### config.mk
export PLATFORM = sky130hd
export DESIGN_NAME = alpha_blend_pixel_clip_core
export DESIGN_NICKNAME = d
export VERILOG_FILES = /design/src/abpc_pkg.sv /design/src/abpc_mix.sv /design/src/alpha_blend_pixel_clip_core.sv
export SDC_FILE = /design/constraint.sdc
export NUM_CORES = 2
export LEC_CHECK = 0
export ABC_AREA = 1
export BUFFER_PORTS_ARGS = -buffer_cell sky130_fd_sc_hd__buf_4
export CAP_MARGIN = 5
export CORE_MARGIN = 2
export CORE_UTILIZATION = 54
export DETAILED_ROUTE_END_ITERATION = 8
export PLACE_DENSITY = 0.77
export SLEW_MARGIN = 20
export SYNTH_ARGS = -nofsm -noshare
export SYNTH_HDL_FRONTEND = slang
export SYNTH_HIERARCHICAL = 1
export SYNTH_SLANG_ARGS = --single-unit
### constraint.sdc
create_clock -name aclk -period 14.14 [get_ports aclk]
set_clock_uncertainty 0.05 [all_clocks]
set_input_delay 1.414 -clock aclk [delete_from_list [all_inputs] [get_ports aclk]]
set_output_delay 1.414 -clock aclk [all_outputs]
set_load 0.02 [all_outputs]
### src/abpc_pkg.sv
// Shared constants and types for the alpha blend pixel clip core.
// No dependencies.
package abpc_pkg;

    localparam int unsigned CFG_AW = 5;

    typedef enum logic [2:0] {
        REG_ORIGIN_X       = 3'd0,
        REG_ORIGIN_Y       = 3'd1,
        REG_SURFACE_WIDTH  = 3'd2,
        REG_SURFACE_HEIGHT = 3'd3,
        REG_ROW_STRIDE     = 3'd4
    } abpc_reg_t;

    localparam logic [7:0]  ALPHA_FULL = 8'hFF;
    localparam logic [7:0]  ALPHA_NONE = 8'h00;
    localparam logic [15:0] MIX_ROUND  = 16'd127;

    typedef struct packed {
        logic vis;
        logic full;
    } abpc_flags_t;

endpackage

### src/abpc_mix.sv
// One color channel of the source-over blend: products, rounded sum, divide by 255.
// Depends on abpc_pkg.
module abpc_mix import abpc_pkg::*; (
    input  logic       aclk,
    input  logic       en,
    input  logic [7:0] s,
    input  logic [7:0] d,
    input  logic [7:0] a,
    output logic [7:0] q
);

    logic [15:0] sa_reg, sa_next;
    logic [15:0] db_reg, db_next;
    logic [15:0] t_reg, t_next;
    logic [16:0] q_wide;

    always_comb begin
        sa_next = 16'(s) * 16'(a);
        db_next = 16'(d) * 16'(ALPHA_FULL - a);
        // max 255*255+127, fits 16 bits
        t_next  = sa_reg + db_reg + MIX_ROUND;
        // exact t/255 for t below 65535
        q_wide  = 17'(t_reg) + 17'd1 + 17'(t_reg[15:8]);
        q       = q_wide[15:8];
    end

    always_ff @(posedge aclk) begin
        if (en) begin
            sa_reg <= sa_next;
            db_reg <= db_next;
            t_reg  <= t_next;
        end
    end

endmodule

### src/alpha_blend_pixel_clip_core.sv
// Channel      | dir | transfer payload
// s_ (stream)  | in  | src_x, src_y, src_pixel, dst_pixel
// m_ (stream)  | out | write_enable (tuser), dest_addr, out_pixel
// apb          | in  | origin_x/y, surface_width/height, row_stride
//
// Four register stages: offset add, clip and multiplies, sums, divide and select.
// One pixel per clock while m_tready does not stall; valid moves through v1, v2, v3 to m_tvalid.
// Throughput is set by the single global stall: all stages advance together.
// aresetn is synchronous, active low; clears valids and loads config defaults.
// A stall on m_tready holds every stage and drops s_tready.
// Top level of the alpha blend pixel clip core; depends on abpc_pkg and abpc_mix.
module alpha_blend_pixel_clip_core import abpc_pkg::*; #(
    parameter int unsigned MAX_DIM = 4096
) (
    input  logic              aclk,
    input  logic              aresetn,
    input  logic              s_tvalid,
    output logic              s_tready,
    // src_x[11:0], src_y[23:12], src_pixel[55:24], dst_pixel[87:56]
    input  logic [87:0]       s_tdata,
    output logic              m_tvalid,
    input  logic              m_tready,
    // dest_addr[23:0], out_pixel[55:24]
    output logic [55:0]       m_tdata,
    // write_enable[0]
    output logic              m_tuser,
    input  logic              psel,
    input  logic              penable,
    input  logic              pwrite,
    input  logic [CFG_AW-1:0] paddr,
    input  logic [31:0]       pwdata,
    output logic [31:0]       prdata,
    output logic              pready
);

    localparam int unsigned DIM_BITS = $clog2(MAX_DIM + 1);
    localparam int unsigned BND_W    = (DIM_BITS > 13) ? DIM_BITS : 13;

    logic signed [12:0] origin_x_reg, origin_y_reg;
    logic [BND_W-1:0]   width_reg, height_reg, stride_reg;
    logic               wr_en;
    abpc_reg_t          reg_sel;

    logic               en;
    logic               v1_reg, v2_reg, v3_reg, m_tvalid_reg;
    logic signed [13:0] s1_col_reg, s1_col_next;
    logic signed [13:0] s1_row_reg, s1_row_next;
    logic [31:0]        s1_src_reg, s1_dst_reg;

    abpc_flags_t        s2_flags_reg, s2_flags_next;
    logic [23:0]        s2_prod_reg, s2_prod_next;
    logic [12:0]        s2_col_reg;
    logic [31:0]        s2_src_reg;
    logic [BND_W+12:0]  prod_full;

    abpc_flags_t        s3_flags_reg;
    logic [23:0]        s3_addr_reg, s3_addr_next;
    logic [31:0]        s3_src_reg;

    logic [23:0]        blend;
    logic               m_we_reg;
    logic [23:0]        m_addr_reg, m_addr_next;
    logic [31:0]        m_pixel_reg, m_pixel_next;

    // configuration port
    assign pready  = 1'b1;
    assign reg_sel = abpc_reg_t'(paddr[CFG_AW-1:2]);
    assign wr_en   = psel && penable && pwrite && pready;

    always_ff @(posedge aclk) begin
        if (!aresetn) begin
            origin_x_reg <= '0;
            origin_y_reg <= '0;
            width_reg    <= BND_W'(MAX_DIM);
            height_reg   <= BND_W'(MAX_DIM);
            stride_reg   <= BND_W'(MAX_DIM);
        end else if (wr_en) begin
            unique case (reg_sel)
                REG_ORIGIN_X:       origin_x_reg <= pwdata[12:0];
                REG_ORIGIN_Y:       origin_y_reg <= pwdata[12:0];
                REG_SURFACE_WIDTH:  width_reg    <= BND_W'(pwdata[12:0]);
                REG_SURFACE_HEIGHT: height_reg   <= BND_W'(pwdata[12:0]);
                REG_ROW_STRIDE:     stride_reg   <= BND_W'(pwdata[12:0]);
                default: ;
            endcase
        end
    end

    always_comb begin
        unique case (reg_sel)
            REG_ORIGIN_X:       prdata = 32'(origin_x_reg);
            REG_ORIGIN_Y:       prdata = 32'(origin_y_reg);
            REG_SURFACE_WIDTH:  prdata = 32'(width_reg);
            REG_SURFACE_HEIGHT: prdata = 32'(height_reg);
            REG_ROW_STRIDE:     prdata = 32'(stride_reg);
            default:            prdata = '0;
        endcase
    end

    // pipeline control
    assign en       = !m_tvalid_reg || m_tready;
    assign s_tready = en;

    always_ff @(posedge aclk) begin
        if (!aresetn) begin
            v1_reg       <= 1'b0;
            v2_reg       <= 1'b0;
            v3_reg       <= 1'b0;
            m_tvalid_reg <= 1'b0;
        end else if (en) begin
            v1_reg       <= s_tvalid;
            v2_reg       <= v1_reg;
            v3_reg       <= v2_reg;
            m_tvalid_reg <= v3_reg;
        end
    end

    // stage 1: target position
    always_comb begin
        s1_col_next = 14'(origin_x_reg) + $signed({2'b00, s_tdata[11:0]});
        s1_row_next = 14'(origin_y_reg) + $signed({2'b00, s_tdata[23:12]});
    end

    always_ff @(posedge aclk) begin
        if (en) begin
            s1_col_reg <= s1_col_next;
            s1_row_reg <= s1_row_next;
            s1_src_reg <= s_tdata[55:24];
            s1_dst_reg <= s_tdata[87:56];
        end
    end

    // stage 2: clip, row product
    always_comb begin
        s2_flags_next.vis  = !s1_col_reg[13] && !s1_row_reg[13]
                          && (BND_W'(s1_col_reg[12:0]) < width_reg)
                          && (BND_W'(s1_row_reg[12:0]) < height_reg)
                          && (s1_src_reg[31:24] != ALPHA_NONE);
        s2_flags_next.full = (s1_src_reg[31:24] == ALPHA_FULL);
        prod_full          = (BND_W+13)'(s1_row_reg[12:0]) * (BND_W+13)'(stride_reg);
        s2_prod_next       = prod_full[23:0];
    end

    always_ff @(posedge aclk) begin
        if (en) begin
            s2_flags_reg <= s2_flags_next;
            s2_prod_reg  <= s2_prod_next;
            s2_col_reg   <= s1_col_reg[12:0];
            s2_src_reg   <= s1_src_reg;
        end
    end

    // stage 3: address
    assign s3_addr_next = s2_prod_reg + 24'(s2_col_reg);

    always_ff @(posedge aclk) begin
        if (en) begin
            s3_flags_reg <= s2_flags_reg;
            s3_addr_reg  <= s3_addr_next;
            s3_src_reg   <= s2_src_reg;
        end
    end

    // color lanes, aligned with stage 3
    for (genvar i = 0; i < 3; i++) begin : g_lane
        abpc_mix u_mix (
            .aclk (aclk),
            .en   (en),
            .s    (s1_src_reg[8*i +: 8]),
            .d    (s1_dst_reg[8*i +: 8]),
            .a    (s1_src_reg[31:24]),
            .q    (blend[8*i +: 8])
        );
    end

    // stage 4: select and output register
    always_comb begin
        m_addr_next  = '0;
        m_pixel_next = '0;
        if (s3_flags_reg.vis) begin
            m_addr_next  = s3_addr_reg;
            m_pixel_next = s3_flags_reg.full ? s3_src_reg : {ALPHA_FULL, blend};
        end
    end

    always_ff @(posedge aclk) begin
        if (en) begin
            m_we_reg    <= s3_flags_reg.vis;
            m_addr_reg  <= m_addr_next;
            m_pixel_reg <= m_pixel_next;
        end
    end

    assign m_tvalid = m_tvalid_reg;
    assign m_tuser  = m_we_reg;
    assign m_tdata  = {m_pixel_reg, m_addr_reg};

endmodule

=== After elaboration in Yosys (flattened, before gate mapping) ===
Cells that the tools add are included.

* Add/sub/neg operators: 16
* Multiply operators: 7
* Magnitude comparators: 2
* Equality and inequality tests: 5
* Muxes and demuxes: 2
* Reductions and logical operators: 17

{| class="wikitable"
|+ Operator list
! kind !! count
|-
| 32-bit case mux with 5 select lines || 1
|-
| 16-bit by 1-bit adder with 16-bit output, second input constant || 3
|-
| 16-bit adder || 3
|-
| 16-bit by 7-bit adder with 16-bit output, second input constant || 3
|-
| 16-bit by 8-bit adder with 16-bit output || 3
|-
| 8-bit by 16-bit multiplier with 16-bit output || 3
|-
| 8-bit by 8-bit multiplier with 16-bit output || 3
|-
| 32-bit two-way mux || 1
|-
| 13-bit by 13-bit adder with 14-bit output || 2
|-
| 13-bit less-than comparator || 2
|-
| 24-bit by 13-bit adder with 24-bit output || 1
|-
| 13-bit by 13-bit multiplier with 24-bit output || 1
|-
| 2-bit AND reduction || 5
|-
| 8-bit by 8-bit subtractor with 9-bit output, first input constant || 1
|-
| 8-bit equality test, second input constant || 1
|-
| 8-bit nonzero test || 1
|-
| 3-bit by 2-bit equality test with 1-bit output, second input constant || 2
|-
| 1-bit logical AND || 6
|-
| 3-bit by 1-bit equality test with 1-bit output, second input constant || 1
|-
| 3-bit equality test, second input constant || 1
|-
| 1-bit zero test || 3
|-
| 3-bit zero test || 1
|-
| 1-bit logical OR || 1
|}

* Flip-flop bits (word level): 483
* Input bits: 132
* Output and inout port bits: 92
* Logic and storage cells: 83

=== Logic depth before layout (Yosys ltp) ===
* Depth after elaboration: 5
* Depth in mapped cells: 23
* Depth with buffers taken out: 22

=== Cells and area by module ===
Netlist, hierarchy kept.

{| class="wikitable"
|+ By module, submodules not included
! module !! times used !! cells an instance !! area an instance (um^2) !! sequential area each (um^2)
|-
| alpha_blend_pixel_clip_core || 1 || 2196 || 20581.0 || 9489.1
|-
| abpc_mix at g_lane[0].u_mix ... || 2 || 1020 || 7579.8 || 1441.4
|-
| abpc_mix at g_lane[2].u_mix || 1 || 1025 || 7586.0 || 1441.4
|}

=== Worst setup path after synthesis ===
Ideal clock, no wire load.

* Kind: input to output
* Start: in m_tready
* End: out s_tready
* Arrival time: 9634 ps
* Data required time: 12676 ps
* Slack: 3042 ps
* Stages on the path: 2
* Path buffers: 0
* Cell sequence: nor2_1 > inv_1

* Longest elaborated chain between the ends: 1

{| class="wikitable"
|+ RTL lines
! what !! RTL line !! RTL
|-
| start, declared || alpha_blend_pixel_clip_core.sv:22 || <nowiki>input logic m_tready,</nowiki>
|-
| 1-bit logical OR || alpha_blend_pixel_clip_core.sv:101 || <nowiki>assign en = !m_tvalid_reg || m_tready;</nowiki>
|-
| end, declared || alpha_blend_pixel_clip_core.sv:18 || <nowiki>output logic s_tready,</nowiki>
|}

No other way between the ends.

=== Final worst setup path ===
* Start: reg stride_reg[4]
* End: reg s2_prod_reg[18] (data pin)

* Longest elaborated chain between the ends: 1

{| class="wikitable"
|+ RTL lines
! what !! RTL line !! RTL
|-
| start, declared || alpha_blend_pixel_clip_core.sv:40 || <nowiki>logic [BND_W-1:0] width_reg, height_reg, stride_reg;</nowiki>
|-
| start signal, assigned || alpha_blend_pixel_clip_core.sv:76 || <nowiki>stride_reg <= BND_W'(MAX_DIM);</nowiki>
|-
| start signal, assigned || alpha_blend_pixel_clip_core.sv:83 || <nowiki>REG_ROW_STRIDE: stride_reg <= BND_W'(pwdata[12:0]);</nowiki>
|-
| 13-bit by 13-bit multiplier with 24-bit output || alpha_blend_pixel_clip_core.sv:140 || <nowiki>prod_full = (BND_W+13)'(s1_row_reg[12:0]) * (BND_W+13)'(stride_reg);</nowiki>
|-
| net prod_full[18] || alpha_blend_pixel_clip_core.sv:54 || <nowiki>logic [BND_W+12:0] prod_full;</nowiki>
|-
| end signal, assigned || alpha_blend_pixel_clip_core.sv:147 || <nowiki>s2_prod_reg <= s2_prod_next;</nowiki>
|-
| end, declared || alpha_blend_pixel_clip_core.sv:51 || <nowiki>logic [23:0] s2_prod_reg, s2_prod_next;</nowiki>
|}

The timed path passes the listed nets, and every way through them passes these cells.
A chain may end at the register's enable or synchronous reset.

==> qor.txt <==
Netlist cell types: 48
Reg area: 0.0138 sq mm
RePlAce Congestion: 0.908
WL/cell: 14.6 um
clk_lat worst skew: 0.64 ns
boundary pin count: 224
sequential fraction of the synthesis area: 31.9%
Initial Utilization: 54.7%
Post-CTS Resized: 0
CP Capture Type: register
Hold Fails Final Rpt: 0
Fin Hold WS: 0.364 ns
Tmin final: 5.29 ns
die width: 287 um
row count: 103
# fillers: 6802
Layout area overhead: 9.63%
Synth Warn #: 6
clock buffer count from CTS: 55
Placed Instances: 6389
Net Count, Synth: 6191
syn avg cell area: 8.24 sq um
Lkg Pwr: 0.0262 uW
drt total wl: 94800 um
layout cells sized above 1: 6.53%
final setup vio count: 0
CTS tree: done
Synth Register Bits: 483
Core Region: 0.0793 sq mm
crit start category: register
All-Layer GR Usage: 23.3%
Nets: 6326
multi-input logic area: 0.0242 sq mm
clk buf depth: 3
vias in the first global route: 32300
Post CTS Setup Buffer Count: 0
Main synth FF type: edfxtp_1
antenna diode count: 0
Max Clk Rate: 189 MHz
Root Buffer: clkbuf_16
Clock transition at path regs: 0.06 ns
detail-routed via count per cell: 5.09
Max VDD drop: 0.000142 V
Worst Hold Class: register to register
first-pass GRT wire length: 157000 um
routed via count: 33000
status: completed
P per Cell Area: 169 mW/mm^2
asr flop ratio synth: 0%
router iterations before antenna repair: 5
Die H: 287 um
Post-Synthesis Cells: 5261
RSZ-0062 raised after global routing: no
number of synthesized flops with an enable pin: 414
largest net degree at the start of global routing: 164
number of port buffers: 193
initial antenna violation count: 1
clock sink count: 483
full die area: 0.0825 sq mm
crit path DAT: 5.58 ns
actual slew at the worst max-slew pin: 1.01 ns
hold_buf cts: 0
Slew Viols, Final: 0
hpwl dp: 73500 um
DRT iter0 DRCs: 2230
Post-route DRC: 0
Slew headroom: 32.8%
H-tree level count: 2
final std cells w/o fill: 6490
post-synth design cell area: 0.0433 sq mm
Max Cap Violations: 0
grt total ovfl: 0
critical path class: register to register
Setup TNS: 0 ns
fin crit share: 37.4%
CP required: 14.43 ns
antenna viol nets, final: 0
CP max FO: 15
## cell families (layout without fill, tap and decap cells)
logic type / Yosys count / after routing / share of synthesized area [%]
other cells: 1 / 1 / 0.00866
xor+xnor: 117 / 117 / 2.37
compound gates: 364 / 364 / 4.72
buf+inv: 1375 / 1554 / 12.2
flops: 483 / 483 / 31.9
fa+ha+maj: 798 / 798 / 29.0
simple gates: 2123 / 2123 / 19.8
## per-stage QoR
stage          util, %  worst slack [ns]  total power (uW)  instance area (sq um)
2_1_floorplan        -              3.04              5490                  43300
3_3_place_gp      57.5              9.06              6420                  45600
3_5_place_dp      57.5              8.98              6530                  45600
4_1_cts           59.9              8.93              8070                  47500
5_1_grt           59.9              8.55              8800                  47500
6_report          59.9              8.85              8030                  47500
## per-layer routing
layer  up-vias  share of wire [%]  GRT usage [%]
met3       161                6.8           3.50
met1     15400                 45           32.4
met5         -                  0              0
met2       982                 46           38.4
met4         0                2.3           6.00
li1      16400                  -              -
## placed cells by master (no fill, tap or decap), types with 9 or more instances in the layout
cell       synthesis  layout
buf_4             20     208
inv_2             10      10
nor2_1           508     508
a22oi_1           12      12
nand2_2            9       9
nor3_1            22      22
xnor2_1           52      52
o21ai_1           17      17
fa_1             345     345
nand3_1          175     175
dfxtp_1           69      69
clkbuf_16          0      57
xor2_1            65      65
o2111ai_1         11      11
nand2_1         1310    1310
o21ai_0          105     105
o21bai_1          24      24
nand4_1           52      52
nand3b_1           9       9
ha_1             453     453
a21oi_1          162     162
inv_1           1234    1233
edfxtp_1         414     414
## worst max-delay path, cell delays in order, from the launching register on
cell and delay, ns:
dfxtp_1 0.79, nand2_1 0.19, fa_1 0.58, inv_1 0.05
fa_1 0.50, fa_1 0.51, fa_1 0.50, inv_1 0.05
fa_1 0.47, inv_1 0.04, ha_1 0.34, a21oi_1 0.21
inv_1 0.06, a21oi_1 0.24, nor2_1 0.07, nor2_1 0.13
nand2_1 0.07, nand2_1 0.06, nand2_1 0.07
## cell usage after synthesis, types with 8 or more instances
library cell,instances,area [sq um]
nor2_1,508,1910
nand3_1,175,876
buf_4,20,150
o2111ai_1,11,96.3
a21oi_1,162,811
inv_2,10,37.5
fa_1,345,6910
nand2_1,1310,4920
nand2_2,9,56.3
o21bai_1,24,180
inv_1,1234,4630
a22oi_1,12,90.1
ha_1,453,5670
o21ai_1,17,85.1
nand3b_1,9,67.6
clkbuf_1,95,357
xnor2_1,52,455
o21ai_0,105,526
buf_6,8,90.1
xor2_1,65,569
nand4_1,52,325
dfxtp_1,69,1380
nor3_1,22,110
edfxtp_1,414,12400
## final cells by class
| class | count | area share (%) |
|---|---|---|
| multi-input cells | 3403 | 51.0 |
| flip-flops and latches | 483 | 29.1 |
| inverters | 1244 | 9.85 |
| repair buffers | 209 | 3.33 |
| clock buffers | 65 | 3.09 |
| well taps | 1050 | 2.77 |
| clock inverters | 36 | 0.930 |
## final timing paths
| path | start | endpoint | slack [ns] | cells past startpoint |
|---|---|---|---|---|
| max | stride_reg[4]$_SDFFE_PN0P_ | s2_prod_reg[18]$_DFFE_PP_ | 8.85 | 18 |
| min | s2_src_reg[11]$_DFFE_PP_ | s3_src_reg[11]$_DFFE_PP_ | 0.36 | 0 |
| max reg2reg | stride_reg[4]$_SDFFE_PN0P_ | s2_prod_reg[18]$_DFFE_PP_ | 8.85 | 18 |
| min reg2reg | s2_src_reg[11]$_DFFE_PP_ | s3_src_reg[11]$_DFFE_PP_ | 0.36 | 0 |
## where the power goes
part | total (uW) | internal [uW] | switching [uW]
Combinational | 4250 | 1600 | 2640
Sequential | 2290 | 2090 | 195
Clock | 1500 | 865 | 634
No activity file was read; power rests on OpenSTA's default activity.
